**src/hdl/stt_pkg.sv**
```systemverilog
package stt_pkg;

  // Width of the running byte position.
  localparam int POS_BITS = 24;
  // Width of the reported start and length fields.
  localparam int FIELD_BITS = 24;
  // Pending token length counter width and its saturation value.
  localparam int LEN_BITS = (POS_BITS < FIELD_BITS) ? POS_BITS : FIELD_BITS;
  localparam logic [LEN_BITS-1:0] LEN_CAP = {LEN_BITS{1'b1}};

  // Result queue geometry.
  localparam int QDEPTH = 4;
  localparam int QPTR_W = $clog2(QDEPTH);
  localparam int QCNT_W = QPTR_W + 1;

  // Input operation codes.
  localparam logic OP_BYTE = 1'b0;
  localparam logic OP_EOT  = 1'b1;

  // Scanner modes.
  localparam logic [2:0] MODE_IDLE  = 3'd0;
  localparam logic [2:0] MODE_MINUS = 3'd1;
  localparam logic [2:0] MODE_INT   = 3'd2;
  localparam logic [2:0] MODE_FRAC  = 3'd3;
  localparam logic [2:0] MODE_IDENT = 3'd4;

  // Token kinds.
  localparam logic [4:0] TK_EOF     = 5'd0;
  localparam logic [4:0] TK_COMMA   = 5'd1;
  localparam logic [4:0] TK_SEMI    = 5'd2;
  localparam logic [4:0] TK_LPAREN  = 5'd3;
  localparam logic [4:0] TK_RPAREN  = 5'd4;
  localparam logic [4:0] TK_LBRACE  = 5'd5;
  localparam logic [4:0] TK_RBRACE  = 5'd6;
  localparam logic [4:0] TK_ASSIGN  = 5'd7;
  localparam logic [4:0] TK_PLUS    = 5'd8;
  localparam logic [4:0] TK_STAR    = 5'd9;
  localparam logic [4:0] TK_SLASH   = 5'd10;
  localparam logic [4:0] TK_MINUS   = 5'd11;
  localparam logic [4:0] TK_INT     = 5'd12;
  localparam logic [4:0] TK_FLOAT   = 5'd13;
  localparam logic [4:0] TK_IDENT   = 5'd14;
  localparam logic [4:0] TK_KW_BASE = 5'd15;
  localparam logic [4:0] TK_UNKNOWN = 5'd21;

  // Characters with a role of their own.
  localparam logic [7:0] CH_DOT   = 8'h2E;
  localparam logic [7:0] CH_MINUS = 8'h2D;
  localparam logic [7:0] CH_UNDER = 8'h5F;

  // Keyword spelling, first character in the lowest byte.
  typedef logic [5:0][7:0] kw_chars_t;
  localparam int KW_COUNT = 6;
  localparam kw_chars_t KW_TEXT [KW_COUNT] = '{
    {8'h00, 8'h00, 8'h00, 8'h74, 8'h6E, 8'h69},  // int
    {8'h00, 8'h74, 8'h61, 8'h6F, 8'h6C, 8'h66},  // float
    {8'h00, 8'h00, 8'h00, 8'h72, 8'h6F, 8'h66},  // for
    {8'h00, 8'h65, 8'h6C, 8'h69, 8'h68, 8'h77},  // while
    {8'h00, 8'h00, 8'h00, 8'h00, 8'h66, 8'h69},  // if
    {8'h6E, 8'h72, 8'h75, 8'h74, 8'h65, 8'h72}   // return
  };
  localparam logic [2:0] KW_LEN [KW_COUNT] = '{3'd3, 3'd5, 3'd3, 3'd5, 3'd2, 3'd6};

  typedef struct packed {
    logic       opcode;
    logic [7:0] ch;
  } in_t;

  typedef struct packed {
    logic [4:0]            token_kind;
    logic [FIELD_BITS-1:0] token_start;
    logic [FIELD_BITS-1:0] token_length;
    logic                  last_of_run;
  } out_t;

  // Results of one scanned item, handed from the scanner to the queue.
  typedef struct packed {
    logic [1:0] count;
    out_t       first;
    out_t       second;
  } scan_res_t;

  function automatic logic is_digit(input logic [7:0] c);
    return (c >= 8'h30) && (c <= 8'h39);
  endfunction

  function automatic logic is_word(input logic [7:0] c);
    return ((c >= 8'h61) && (c <= 8'h7A)) || ((c >= 8'h41) && (c <= 8'h5A)) ||
           (c == CH_UNDER);
  endfunction

  function automatic logic is_space(input logic [7:0] c);
    return (c == 8'h20) || ((c >= 8'h09) && (c <= 8'h0D));
  endfunction

  function automatic logic [4:0] punct_kind(input logic [7:0] c);
    logic [4:0] k;
    case (c)
      8'h2C:   k = TK_COMMA;
      8'h3B:   k = TK_SEMI;
      8'h28:   k = TK_LPAREN;
      8'h29:   k = TK_RPAREN;
      8'h7B:   k = TK_LBRACE;
      8'h7D:   k = TK_RBRACE;
      8'h3D:   k = TK_ASSIGN;
      8'h2B:   k = TK_PLUS;
      8'h2A:   k = TK_STAR;
      8'h2F:   k = TK_SLASH;
      default: k = TK_EOF;
    endcase
    return k;
  endfunction

  // Identifier kind: a keyword kind when the stored prefix spells one.
  function automatic logic [4:0] ident_kind(input kw_chars_t kw, input logic [2:0] len);
    logic [4:0] kind;
    logic       found;
    logic       match;
    kind  = TK_IDENT;
    found = 1'b0;
    for (int k = 0; k < KW_COUNT; k++) begin
      match = (len == KW_LEN[k]);
      for (int j = 0; j < 6; j++) begin
        if ((j < int'(KW_LEN[k])) && (kw[j] != KW_TEXT[k][j])) begin
          match = 1'b0;
        end
      end
      if (match && !found) begin
        found = 1'b1;
        kind  = TK_KW_BASE + 5'(k);
      end
    end
    return kind;
  endfunction

endpackage

```
**src/hdl/stt_scan.sv**
```systemverilog
module stt_scan (
  input  logic              clk,
  input  logic              rst_n,
  input  logic              go,
  input  stt_pkg::in_t      item,
  output stt_pkg::scan_res_t res
);

  logic [2:0]                     mode_r, mode_nxt;
  logic [stt_pkg::POS_BITS-1:0]   pos_r, pos_nxt;
  logic [stt_pkg::POS_BITS-1:0]   pstart_r, pstart_nxt;
  logic [stt_pkg::LEN_BITS-1:0]   plen_r, plen_nxt;
  stt_pkg::kw_chars_t             kw_r, kw_nxt;
  logic [2:0]                     idlen_r, idlen_nxt;

  logic [7:0]                   c;
  logic                         eot;
  logic                         taken;
  logic [stt_pkg::LEN_BITS-1:0] grown;
  logic [4:0]                   pk;
  logic                         flush_vld;
  logic                         new_vld;
  stt_pkg::out_t                flush_tok;
  stt_pkg::out_t                new_tok;

  // Next scanner state and the tokens that this item finishes.
  always_comb begin
    c     = item.ch;
    eot   = (item.opcode == stt_pkg::OP_EOT);
    pk    = stt_pkg::punct_kind(c);
    grown = (plen_r == stt_pkg::LEN_CAP) ? plen_r : plen_r + 1'b1;

    mode_nxt   = mode_r;
    pos_nxt    = pos_r;
    pstart_nxt = pstart_r;
    plen_nxt   = plen_r;
    kw_nxt     = kw_r;
    idlen_nxt  = idlen_r;
    taken      = 1'b0;
    new_vld    = 1'b0;

    // Pending token as it stands before this item.
    flush_tok.token_start  = stt_pkg::FIELD_BITS'(pstart_r);
    flush_tok.token_length = stt_pkg::FIELD_BITS'(plen_r);
    flush_tok.last_of_run  = 1'b0;
    case (mode_r)
      stt_pkg::MODE_MINUS: flush_tok.token_kind = stt_pkg::TK_MINUS;
      stt_pkg::MODE_INT:   flush_tok.token_kind = stt_pkg::TK_INT;
      stt_pkg::MODE_FRAC:  flush_tok.token_kind = stt_pkg::TK_FLOAT;
      stt_pkg::MODE_IDENT: flush_tok.token_kind = stt_pkg::ident_kind(kw_r, idlen_r);
      default:             flush_tok.token_kind = stt_pkg::TK_EOF;
    endcase

    new_tok.token_kind   = stt_pkg::TK_EOF;
    new_tok.token_start  = stt_pkg::FIELD_BITS'(pos_r);
    new_tok.token_length = stt_pkg::FIELD_BITS'(1);
    new_tok.last_of_run  = 1'b0;

    if (eot) begin
      // End of text: flush, report end of file and return to reset state.
      new_vld              = 1'b1;
      new_tok.token_length = '0;
      mode_nxt   = stt_pkg::MODE_IDLE;
      pos_nxt    = '0;
      pstart_nxt = '0;
      plen_nxt   = '0;
      kw_nxt     = '0;
      idlen_nxt  = '0;
    end else begin
      // Extend the pending token when the byte fits it.
      if ((mode_r == stt_pkg::MODE_MINUS) && stt_pkg::is_digit(c)) begin
        mode_nxt = stt_pkg::MODE_INT;
        plen_nxt = grown;
        taken    = 1'b1;
      end else if ((mode_r == stt_pkg::MODE_INT) &&
                   (stt_pkg::is_digit(c) || (c == stt_pkg::CH_DOT))) begin
        if (c == stt_pkg::CH_DOT) begin
          mode_nxt = stt_pkg::MODE_FRAC;
        end
        plen_nxt = grown;
        taken    = 1'b1;
      end else if ((mode_r == stt_pkg::MODE_FRAC) && stt_pkg::is_digit(c)) begin
        plen_nxt = grown;
        taken    = 1'b1;
      end else if ((mode_r == stt_pkg::MODE_IDENT) && stt_pkg::is_word(c)) begin
        plen_nxt = grown;
        if (idlen_r < 3'd6) begin
          kw_nxt[idlen_r] = c;
        end
        if (idlen_r < 3'd7) begin
          idlen_nxt = idlen_r + 3'd1;
        end
        taken = 1'b1;
      end

      // Otherwise the pending token ends and the byte, unless it is a separator, starts something new.
      if (!taken) begin
        mode_nxt = stt_pkg::MODE_IDLE;
        if (stt_pkg::is_space(c)) begin
          new_vld = 1'b0;
        end else if (pk != stt_pkg::TK_EOF) begin
          new_vld            = 1'b1;
          new_tok.token_kind = pk;
        end else if ((c == stt_pkg::CH_MINUS) || stt_pkg::is_digit(c) ||
                     stt_pkg::is_word(c)) begin
          pstart_nxt = pos_r;
          plen_nxt   = stt_pkg::LEN_BITS'(1);
          kw_nxt     = '0;
          idlen_nxt  = '0;
          if (c == stt_pkg::CH_MINUS) begin
            mode_nxt = stt_pkg::MODE_MINUS;
          end else if (stt_pkg::is_digit(c)) begin
            mode_nxt = stt_pkg::MODE_INT;
          end else begin
            mode_nxt  = stt_pkg::MODE_IDENT;
            kw_nxt[0] = c;
            idlen_nxt = 3'd1;
          end
        end else begin
          new_vld            = 1'b1;
          new_tok.token_kind = stt_pkg::TK_UNKNOWN;
        end
      end
      pos_nxt = pos_r + 1'b1;
    end

    flush_vld = (mode_r != stt_pkg::MODE_IDLE) && (eot || !taken);
  end

  // Order the results and mark the final one of the run.
  always_comb begin
    res.count  = {1'b0, flush_vld} + {1'b0, new_vld};
    res.first  = flush_vld ? flush_tok : new_tok;
    res.second = new_tok;
    res.first.last_of_run  = (res.count == 2'd1);
    res.second.last_of_run = 1'b1;
  end

  // Scanner state.
  always_ff @(posedge clk) begin
    if (!rst_n) begin
      mode_r   <= stt_pkg::MODE_IDLE;
      pos_r    <= '0;
      pstart_r <= '0;
      plen_r   <= '0;
      kw_r     <= '0;
      idlen_r  <= '0;
    end else if (go) begin
      mode_r   <= mode_nxt;
      pos_r    <= pos_nxt;
      pstart_r <= pstart_nxt;
      plen_r   <= plen_nxt;
      kw_r     <= kw_nxt;
      idlen_r  <= idlen_nxt;
    end
  end

endmodule

```
**src/hdl/stt_outq.sv**
```systemverilog
module stt_outq (
  input  logic               clk,
  input  logic               rst_n,
  input  logic               push_en,
  input  stt_pkg::scan_res_t push_res,
  output logic               room,
  output logic               out_valid,
  input  logic               out_stall,
  output stt_pkg::out_t      out_data
);

  stt_pkg::out_t                mem [stt_pkg::QDEPTH];
  logic [stt_pkg::QPTR_W-1:0]   wr_ptr_r, wr_ptr_nxt;
  logic [stt_pkg::QPTR_W-1:0]   rd_ptr_r, rd_ptr_nxt;
  logic [stt_pkg::QCNT_W-1:0]   cnt_r, cnt_nxt;
  logic [1:0]                   n_push;
  logic                         pop;

  // Two free entries are needed to take any item's results.
  assign room      = (cnt_r <= stt_pkg::QCNT_W'(stt_pkg::QDEPTH - 2));
  assign out_valid = (cnt_r != '0);
  assign out_data  = mem[rd_ptr_r];
  assign pop       = out_valid && !out_stall;
  assign n_push    = push_en ? push_res.count : 2'd0;

  always_comb begin
    wr_ptr_nxt = wr_ptr_r + stt_pkg::QPTR_W'(n_push);
    rd_ptr_nxt = rd_ptr_r + stt_pkg::QPTR_W'(pop);
    cnt_nxt    = cnt_r + stt_pkg::QCNT_W'(n_push) - stt_pkg::QCNT_W'(pop);
  end

  // Result storage, up to two writes per cycle.
  always_ff @(posedge clk) begin
    if (n_push != 2'd0) begin
      mem[wr_ptr_r] <= push_res.first;
    end
    if (n_push == 2'd2) begin
      mem[wr_ptr_r + 1'b1] <= push_res.second;
    end
  end

  // Queue pointers and fill count.
  always_ff @(posedge clk) begin
    if (!rst_n) begin
      wr_ptr_r <= '0;
      rd_ptr_r <= '0;
      cnt_r    <= '0;
    end else begin
      wr_ptr_r <= wr_ptr_nxt;
      rd_ptr_r <= rd_ptr_nxt;
      cnt_r    <= cnt_nxt;
    end
  end

endmodule

```
**src/hdl/source_text_tokenizer.sv**
```systemverilog
// A text byte accepted into the input register is scanned and its results are written
// to the result queue when it has room for two; out_ shows them behind any older results.
// Throughput: one byte per cycle while the queue has room; a byte that ends a token and
// forms one of its own gives two results, which leave the single result port in turn.
// Reset (rst_n low, synchronous) empties the input register and the result queue
// and puts the scanner in its idle state at position zero.
module source_text_tokenizer (
  input  logic          clk,
  input  logic          rst_n,
  input  logic          in_valid,
  output logic          in_stall,
  input  stt_pkg::in_t  in_data,
  output logic          out_valid,
  input  logic          out_stall,
  output stt_pkg::out_t out_data
);

  logic               in_vld_r, in_vld_nxt;
  stt_pkg::in_t       in_item_r;
  logic               room;
  logic               advance;
  logic               in_accept;
  stt_pkg::scan_res_t res;

  // The input register moves on whenever the queue can take two results.
  assign advance   = in_vld_r && room;
  assign in_stall  = in_vld_r && !room;
  assign in_accept = in_valid && !in_stall;

  always_comb begin
    in_vld_nxt = in_vld_r;
    if (in_accept) begin
      in_vld_nxt = 1'b1;
    end else if (advance) begin
      in_vld_nxt = 1'b0;
    end
  end

  // Input register.
  always_ff @(posedge clk) begin
    if (!rst_n) begin
      in_vld_r <= 1'b0;
    end else begin
      in_vld_r <= in_vld_nxt;
    end
  end

  always_ff @(posedge clk) begin
    if (in_accept) begin
      in_item_r <= in_data;
    end
  end

  stt_scan u_scan (
    .clk   (clk),
    .rst_n (rst_n),
    .go    (advance),
    .item  (in_item_r),
    .res   (res)
  );

  stt_outq u_outq (
    .clk       (clk),
    .rst_n     (rst_n),
    .push_en   (advance),
    .push_res  (res),
    .room      (room),
    .out_valid (out_valid),
    .out_stall (out_stall),
    .out_data  (out_data)
  );

endmodule

```
**config.mk**
```make
export PLATFORM = sky130hd
export DESIGN_NAME = source_text_tokenizer
export DESIGN_NICKNAME = d
export VERILOG_FILES = /design/src/hdl/stt_pkg.sv /design/src/hdl/stt_scan.sv /design/src/hdl/stt_outq.sv /design/src/hdl/source_text_tokenizer.sv
export SDC_FILE = /design/constraint.sdc
export NUM_CORES = 1
export LEC_CHECK = 0
export BUFFER_PORTS_ARGS = -buffer_cell sky130_fd_sc_hd__buf_2
export CORE_ASPECT_RATIO = 1.2
export CORE_MARGIN = 3
export CORE_UTILIZATION = 62
export CTS_BUF_LIST = sky130_fd_sc_hd__clkbuf_16
export DETAILED_ROUTE_END_ITERATION = 10
export MAX_ROUTING_LAYER = met4
export PLACE_DENSITY = 0.8
export SLEW_MARGIN = 10
export SYNTH_ARGS = -nofsm -noshare
export SYNTH_HDL_FRONTEND = slang
export SYNTH_SLANG_ARGS = --single-unit
```
**constraint.sdc**
```tcl
create_clock -name clk -period 4.9 [get_ports clk]
set_input_delay 0.735 -clock clk [delete_from_list [all_inputs] [get_ports clk]]
set_output_delay 0.735 -clock clk [all_outputs]
set_load 0.03 [all_outputs]
```
---- After elaboration in Yosys (flattened, before gate mapping) ----
Memory sizes are Yosys's and may differ from the RTL's. A register that Yosys moved wholly into a read port is not among the register bits.
Index checks and enable logic that the tools add are counted.
word-level totals
  memories ................................ 1
  output and inout port bits .............. 56
  RAM bits ................................ 216
  flip-flop bits (word level) ............. 143
  input port bits ......................... 13
memories
  memory      words  bits a word  rd ports  clocked after Yosys merged registers in  write ports  line            text
  u_outq.mem  4      54           1         1                                        2            stt_outq.sv:12  stt_pkg::out_t mem [stt_pkg::QDEPTH];
operators by class
  reduce and logical (&&, ||, !) cells .... 43
  $add $sub $neg .......................... 9
  order comparisons ....................... 13
  muxes and demuxes ....................... 127
  equal/unequal tests ..................... 51
operator list
  cell                                                 count
  two-way mux 48 bit                                   10
  two-way mux 24 bit                                   16
  != test 8 x 7 -> 1 bit, second input constant        21
  == test 8 x 6 -> 1 bit, second input constant        11
  two-way mux 3 bit                                    21
  two-way mux 1 bit                                    60
  two-way mux 54 bit                                   1
  two-way mux 5 bit                                    10
  adder 24 x 1 -> 24 bit, second input constant        2
  bitwise mux 48 bit                                   1
  one-hot mux 4 bit (10 select lines)                  1
  demux 8 bit (select 3 bit)                           1
  == test 24 bit, second input constant                1
  == test 8 x 7 -> 1 bit, second input constant        3
  two-way mux 8 bit                                    3
  one-hot mux 5 bit (4 select lines)                   1
  logical AND 1 bit                                    19
  >= comparator 8 x 7 -> 1 bit, second input constant  2
  <= comparator 8 x 7 -> 1 bit, second input constant  2
  == test 3 x 2 -> 1 bit, second input constant        4
  == test 3 bit, second input constant                 3
  logical NOT 1 bit                                    9
  >= comparator 8 x 4 -> 1 bit, second input constant  1
  >= comparator 8 x 6 -> 1 bit, second input constant  1
  25 further kinds                                     39

---- Depth between registers and ports, before layout ----
Gate-level depths: netlist of run 1.
  depth after elaboration ................. 28
  depth in mapped cells ................... 17
  gate-level depth less buffers ........... 13

---- Cells and area by module ----
Synthesis of run 1 repeated with hierarchy kept, for this count alone.
second synthesis, totals
  cells, all modules ...................... 1332
  area, all modules ....................... 17936.0 sq um
modules (own cells, without submodules)
  module                 instances  area an instance (sq um)  cells an instance
  stt_outq               1          10993.0                   577
  stt_scan               1          6618.8                    741
  source_text_tokenizer  1          324.1                     14

---- Least setup slack after synthesis of run 1 ----
Ideal clock, no wire load.
  path kind ............................... reg-to-reg
  start point ............................. register in_item_r[3] (netlist bit)
  end point ............................... memory u_outq.mem[0][1] (netlist bit), enable pin
  data arrival time ....................... 3.868 ns
  setup slack ............................. 0.648 ns
  path buffers ............................ 3
  data required time ...................... 4.515 ns
  clock period less this slack ............ 4.252 ns
  cell stages (with the launch flop) ...... 15
  path through ............................ edfxtp_1 > or4_1 > a21oi_1 > or4_1 > buf_4 > a21o_1 > nand2_4 > inv_4 > ha_1 > clkbuf_1 > nand2_1 > nor3b_1 > a21oi_1 > clkbuf_1 > inv_1
RTL lines
  what                      line                         text
  start: declaration        source_text_tokenizer.sv:19  stt_pkg::in_t in_item_r;
  start signal: assignment  source_text_tokenizer.sv:50  in_item_r <= in_data;
  end: declaration          stt_outq.sv:12

==> results by group, run 1 <==
Cells and area
  – Final net count: 1,403
  – Share of layout cells above drive strength 1: 0.173
  – Non-filler instance count after layout: 1,732
  – # diodes: 0
  – Synth-to-Final Area Change: 10.3%

Placed design
  – Pre-CTS WS: 0.492 ns
  – Detailed placer's ending HPWL: 24,600 um
  – Cells after DPL: 1,666
  – GPL Wtd Cong: 0.932
  – PortBufs: 68

Routing
  – Antenna-violating nets left: 0
  – DRC errors left: 0
  – Post-Route WL: 39,700 um
  – Wire per inst: 22.9 um
  – Initial DRC Count: 1,151
  – Via/cell ratio: 6.79
  – Routed vias: 11,765
  – Initial DRT Pass Iterations: 6

Synth
  – Synth Warn #: 0
  – Simple-gate area share of the yosys netlist: 0.119
  – Synth Area in XOR/XNOR: 0.0262
  – Post-synth EDFFs: 129
  – Post-synth top area share: 0.287
  – Synth Register Bits: 359
  – Netlist cell types: 81
  – Syn nets: 1,388
  – Largest cells by area after synthesis: dfxtp_1 (29%), edfxtp_1 (24%), a22o_1 (13%), mux4_2 (7.6%), nor2_1 (2.2%)
  – Syn Std Cell Area: 0.0160 mm2
  – Synth area leader: dfxtp_1
  – Synth Area per Inst: 11.8 um2
  – Adder-Cell Fraction of Synth Area: 0.00906
  – Post-synthesis sequential area ratio: 0.529
  – Count leader, synth: a22o_1
  – Async SR Flop Fraction: 0
  – Synth Instances: 1,364
  – Synth Area in Compound Gates: 0.195
  – Multiplexer share of the synthesized area: 0.0786
  – Synth cell count leaders: a22o_1 (245), dfxtp_1 (230), edfxtp_1 (129)
  – Ys flop type: dfxtp_1
  – Largest family of logic cells by synthesized area: compound AO/OA/AOI/OAI gates

Timing
  – Relative slew margins: 0.202
  – Slew @ Worst Pin: 1.19 ns
  – Clock skew: 0.0179 ns
  – Final Hold Fails: 0
  – Final Setup Violations: 0
  – Setup TNS: 0 ns
  – RSZ-0062 raised after global routing: no
  – Setup ws final: 0.316 ns
  – Maximum achievable frequency: 0.218 GHz
  – Final slew viol count: 0
  – Period utilisation layout: 0.935
  – Min Tclk post-route: 4.58 ns

Job
  – Max_cap viols: 0

Clock tree
  – Clock Sinks: 359
  – Root buf cell: clkbuf_16
  – CTS tree: yes
  – Resized Gates After CTS: 0
  – Post-CTS Setup Bufs: 0
  – Worst skew pair latency: 0.52 ns
  – Hold buffers post-CTS: 0
  – Clock slew seen by the registers of the worst setup and hold paths: 0.06 ns
  – Max clock buf depth: 3
  – Htree depth: 2
  – CTS buffer count: 36

GRT
  – Vias in the first global route: 11,701
  – Maximum number of pins on one net before global-route repair: 31
  – First-pass GRT wire length: 64,100 um
  – Gr ovfl total: 0
  – Initial antenna violation count: 0
  – GRT Total Usage: 0.291

Worst setup path
  – CP Launch Type: register
  – Top cell by count, worst path: nor2_1
  – Worst Setup End Kind: register
  – CP max-delay cell: nor2_4
  – Reg2Reg Launch Point: in_item_r[0]
  – RR Endpoint: u_outq.mem[0][5]
  – Worst EP arrival: 5.04 ns
  – Max incr delay on CP: 0.71 ns
  – Worst Setup Path Type: reg2reg
  – Flop-to-flop setup slack: 0.32 ns
  – Critical Path Fanout Max: 29
  – CP required: 5.36 ns
  – CP Cell Sequence: or4b_1, a2bb2oi_1, or3_1, a21o_1, nand2_4, inv_4, ha_1, nor2_1, nor2_1, nand2_1, nor2_4, buf_4, a22o_1
  – Reg2Reg Depth: 13

Worst hold path
  – Worst Hold Depth: 1
  – Hold Crit Start: in_data[7]
  – Hold EP: in_item_r[7]
  – Hold Path Class: in2reg

Die
  – Row count: 63
  – Full die area: 0.0278 mm2
  – IO Count: 69
  – Horiz. Die Dim: 153 um
  – Die Height: 182 um
  – Initial core utilization: 0.639
  – CORE AREA: 0.0251 mm2

Power
  – Pleak: 6.46 nW
  – Worst IR Drop VDD: 246 uV
  – Pwr dens: 413 mW/mm2

Run status
  – Status: finished, final reports clean
==> placed cells by master, fill, tap and decap left out, types with 20 or more instances in the layout <==
cell and n:
a22o_1 245, dfxtp_1 228, edfxtp_1 129, nor2_1 92, buf_2 68, nand2_1 56
mux4_2 54, clkbuf_16 38, buf_4 38, xor2_1 33, nand3_1 30, a21oi_1 27
inv_1 26, o22ai_1 25, nand4_1 24, and3_1 20
==> worst max path at each step <==
stage / start / endpoint / cells past startpoint
3_3_place_gp: in_item_r[0] / u_outq.mem[0][8] / 13
6_report: in_item_r[0] / u_outq.mem[0][5] / 13
4_1_cts: in_item_r[0] / u_outq.mem[0][5] / 13
3_5_place_dp: in_item_r[0] / u_outq.mem[0][23] / 13
5_1_grt: in_item_r[0] / u_outq.mem[0][14] / 13
2_1_floorplan: in_item_r[3] / u_outq.mem[0][1] / 14
==> where the power goes <==
part           leakage, nW  switching, mW  internal, mW  total [mW]
Clock                0.607           1.11          1.56        2.67
Sequential            3.12          0.132          3.19        3.32
Combinational         2.73          0.834         0.486        1.32
Total                 6.46           2.07          5.23        7.30
==> state kept, by name, indices dropped and copies added (netlist names), 3 cells and up <==
name             flops
u_outq.mem         216
u_scan.kw_r         48
u_scan.plen_r       24
u_scan.pos_r        24
u_scan.pstart_r     24
in_item_r            9
u_outq.cnt_r         3
u_scan.idlen_r       3
u_scan.mode_r        3
==> stage by stage <==
stage	power [mW]	utilization	hold WS, ns	area (um2)
after floorplan	4.33	-	0.419	16000
after CTS	7.36	0.706	0.379	17700
final	7.30	0.706	0.391	17700
after global placement	4.68	0.659	0.425	16500
after detailed placement	4.71	0.659	0.435	16500
after global routing	7.57	0.706	0.392	17700
==> critical path: cells and delay by family (launching register included) <==
kind,cells,cell delay (ns)
AND/OR/NAND/NOR,7,2.30
AO/OA/AOI/OAI,3,0.65
flip-flops,1,0.60
buffers and inverters,2,0.54
adder cells (fa/ha/maj),1,0.44
==> cells by family (layout without fill, tap and decap cells) <==
group                    after synthesis  after routing
AO/OA/AOI/OAI                        388            388
XOR/XNOR                              48             48
adder cells (fa/ha/maj)               11             11
AND/OR/NAND/NOR                      350            350
multiplexers                          58             58
buffers and inverters                150            193
flip-flops                           359            359
==> routing by layer <==
metal | routed length [um] | vias up | GRT usage
li1 | - | 5313 | -
met4 | 1200 | 0 | 0.0927
met2 | 20100 | 546 | 0.494
met3 | 2810 | 94 | 0.0377
met5 | 0 | - | -
met1 | 15500 | 5812 | 0.367
==> layout make-up <==
cell class,count,area [um2]
well taps,325,407
clock buffers,38,951
inverters,19,73.8
repair buffers,108,666
fillers,1740,7380
multi-input cells,855,6900
flip-flops and latches,359,8480
clock inverters,28,204
(Power assumes the default switching activity.)
==> inputs of run 2 (changes only) <==
--- a/config.mk
+++ b/config.mk
@@ -8,11 +8,11 @@
 export BUFFER_PORTS_ARGS = -buffer_cell sky130_fd_sc_hd__buf_2
 export CORE_ASPECT_RATIO = 1.2
 export CORE_MARGIN = 3
-export CORE_UTILIZATION = 62
+export CORE_UTILIZATION = 38
 export CTS_BUF_LIST = sky130_fd_sc_hd__clkbuf_16
 export DETAILED_ROUTE_END_ITERATION = 10
+export HOLD_SLACK_MARGIN = 0.1
 export MAX_ROUTING_LAYER = met4
-export PLACE_DENSITY = 0.8
 export SLEW_MARGIN = 10
 export SYNTH_ARGS = -nofsm -noshare
 export SYNTH_HDL_FRONTEND = slang
==> constraint.sdc (replaced) <==
create_clock -name clk -period 5.12 [get_ports clk]
set_input_delay 0.768 -clock clk [delete_from_list [all_inputs] [get_ports clk]]
set_output_delay 0.768 -clock clk [all_outputs]
set_load 0.03 [all_outputs]
==> results by group, run 2 (synthesis gave the netlist of run 1 again) <==
Run status
  – Status: finished, final reports clean

Worst setup path
  – Max incr delay on CP: 0.54 ns
  – Reg2Reg Launch Point: in_item_r[0]
  – Crit path capture: u_outq.mem[1][30]
  – CP max-delay cell: or4b_1
  – Worst Setup Path Type: reg2reg
  – CP required: 5.51 ns
  – RR Endpoint: u_outq.mem[1][30]
  – Worst Setup End Kind: register
  – Critical Path Fanout Max: 37
  – Reg2Reg Depth: 12
  – CP Launch Type: register
  – Flop-to-flop setup slack: 0.70 ns
  – Worst setup path start: in_item_r[0]
  – CP Cell Sequence: or4b_1, a2bb2oi_1, or3_1, a21o_1, nand2_4, inv_4, ha_1, o21ai_0, or3_1, nor2_4, buf_4, a22o_1
  – Worst EP arrival: 4.81 ns
  – Top cell by count, worst path: or3_1

Timing
  – Final slew viol count: 0
  – Slew @ Worst Pin: 1.19 ns
  – Final Setup Violations: 0
  – RSZ-0062 raised after global routing: no
  – Relative slew margins: 0.204
  – Period utilisation layout: 0.863
  – Maximum achievable frequency: 0.226 GHz
  – Setup TNS: 0 ns
  – Clock skew: 0.0229 ns
  – Final Hold Fails: 0
  – Min Tclk post-route: 4.42 ns

Clock tree
  – Clock Sinks: 359
  – Clock slew seen by the registers of the worst setup and hold paths: 0.06 ns
  – Root buf cell: clkbuf_16
  – Worst skew pair latency: 0.53 ns
  – Htree depth: 2
  – Hold buffers post-CTS: 0
  – Resized Gates After CTS: 0
  – Post-CTS Setup Bufs: 0
  – Max clock buf depth: 3
  – CTS tree: yes
  – CTS buffer count: 38

Routing
  – Wire per inst: 21.6 um
  – Initial DRT Pass Iterations: 5
  – Antenna-violating nets left: 0
  – Initial DRC Count: 909
  – Post-Route WL: 41,900 um
  – Via/cell ratio: 5.91
  – DRC errors left: 0
  – Routed vias: 11,475

GRT
  – Vias in the first global route: 11,573
  – First-pass GRT wire length: 66,300 um
  – Initial antenna violation count: 0
  – Maximum number of pins on one net before global-route repair: 48
  – GRT Total Usage: 0.190
  – Gr ovfl total: 0

Cells and area
  – # diodes: 0
  – Final net count: 1,402
  – Most frequent cells in the layout: a22o_1 (245), dfxtp_1 (228), edfxtp_1 (129), nor2_1 (92), buf_2 (68)
  – Share of layout cells above drive strength 1: 0.175
  – Fillcell total: 3,790
  – Non-filler instance count after layout: 1,942
  – Synth-to-Final Area Change: 11.9%
  – Most flop-heavy register: u_outq.mem
  – Most common cell after layout, fill and taps aside: a22o_1
  – Max reg flops: 216
  – Regs by FF count: u_outq.mem x216, u_scan.kw_r x48

Placed design
  – Cells after DPL: 1,877
  – Detailed placer's ending HPWL: 26,300 um
  – PortBufs: 68
  – GPL Wtd Cong: 0.878

Die
  – Horiz. Die Dim: 193 um
  – CORE AREA: 0.0412 mm2
  – Initial core utilization: 0.389
  – Die Height: 231 um
  – IO Count: 69
  – Full die area: 0.0447 mm2
  – Row count: 81

Worst hold path
  – Hold Path Class: in2reg

Power
  – Pleak: 6.43 nW
  – Worst IR Drop VDD: 275 uV
  – Pwr dens: 393 mW/mm2

Job
  – Max_cap viols: 0
[run 2: critical path: cells and delay by family, from the launching register on]
| family | cells | cell delay (ns) |
|---|---|---|
| adders and majority gates | 1 | 0.44 |
| buffers and inverters | 2 | 0.61 |
| DFF | 1 | 0.50 |
| AOI/OAI and AO/OA | 4 | 0.88 |
| and+or+nand+nor | 5 | 1.82 |
[run 2: cell type report]
type	instances	area, um2	share of cell area
flip-flops and latches	359	8480	0.473
multi-input cells	855	6910	0.385
clock buffers	39	976	0.0544
well taps	539	674	0.0376
repair buffers	105	643	0.0358
clock inverters	26	184	0.0103
inverters	19	73.8	0.00411
[run 2: power by group]
group / switching, mW / internal (mW) / total, mW
combinational: 0.795 / 0.462 / 1.26
clock: 1.11 / 1.48 / 2.60
sequential: 0.147 / 3.05 / 3.20
total: 2.06 / 4.99 / 7.05
[run 2: metrics by stage]
stage	hold WS (ns)	total power, mW	util	instance area (um2)	setup WS [ns]
finish	0.410	7.05	0.435	17900	0.700
global route	0.404	7.34	0.435	17900	0.545
CTS	0.390	7.13	0.435	17900	0.738
detailed placement	0.435	4.54	0.407	16800	0.767
global placement	0.426	4.52	0.407	16800	0.875
floorplan	0.419	4.14	-	16000	0.868
[run 2: how the worst min path moves through the flow]
stage | from | endpoint | slack, ns | cells past startpoint
finish | in_data[1] | in_item_r[1] | 0.41 | 1
global route | in_data[1] | in_item_r[1] | 0.40 | 1
CTS | in_data[1] | in_item_r[1] | 0.39 | 1
detailed placement | u_scan.kw_r[14] | u_scan.kw_r[14] | 0.43 | 1
global placement | u_scan.kw_r[38] | u_scan.kw_r[38] | 0.43 | 1
floorplan | u_scan.kw_r[14] | u_scan.kw_r[14] | 0.42 | 1
[run 2: layer usage]
metal | up-vias | wire [um] | track usage
met4 | 0 | 1260 | 0.0726
met2 | 340 | 21000 | 0.320
met5 | - | 0 | -
met1 | 5743 | 17700 | 0.237
met3 | 87 | 1920 | 0.0235
li1 | 5305 | - | -
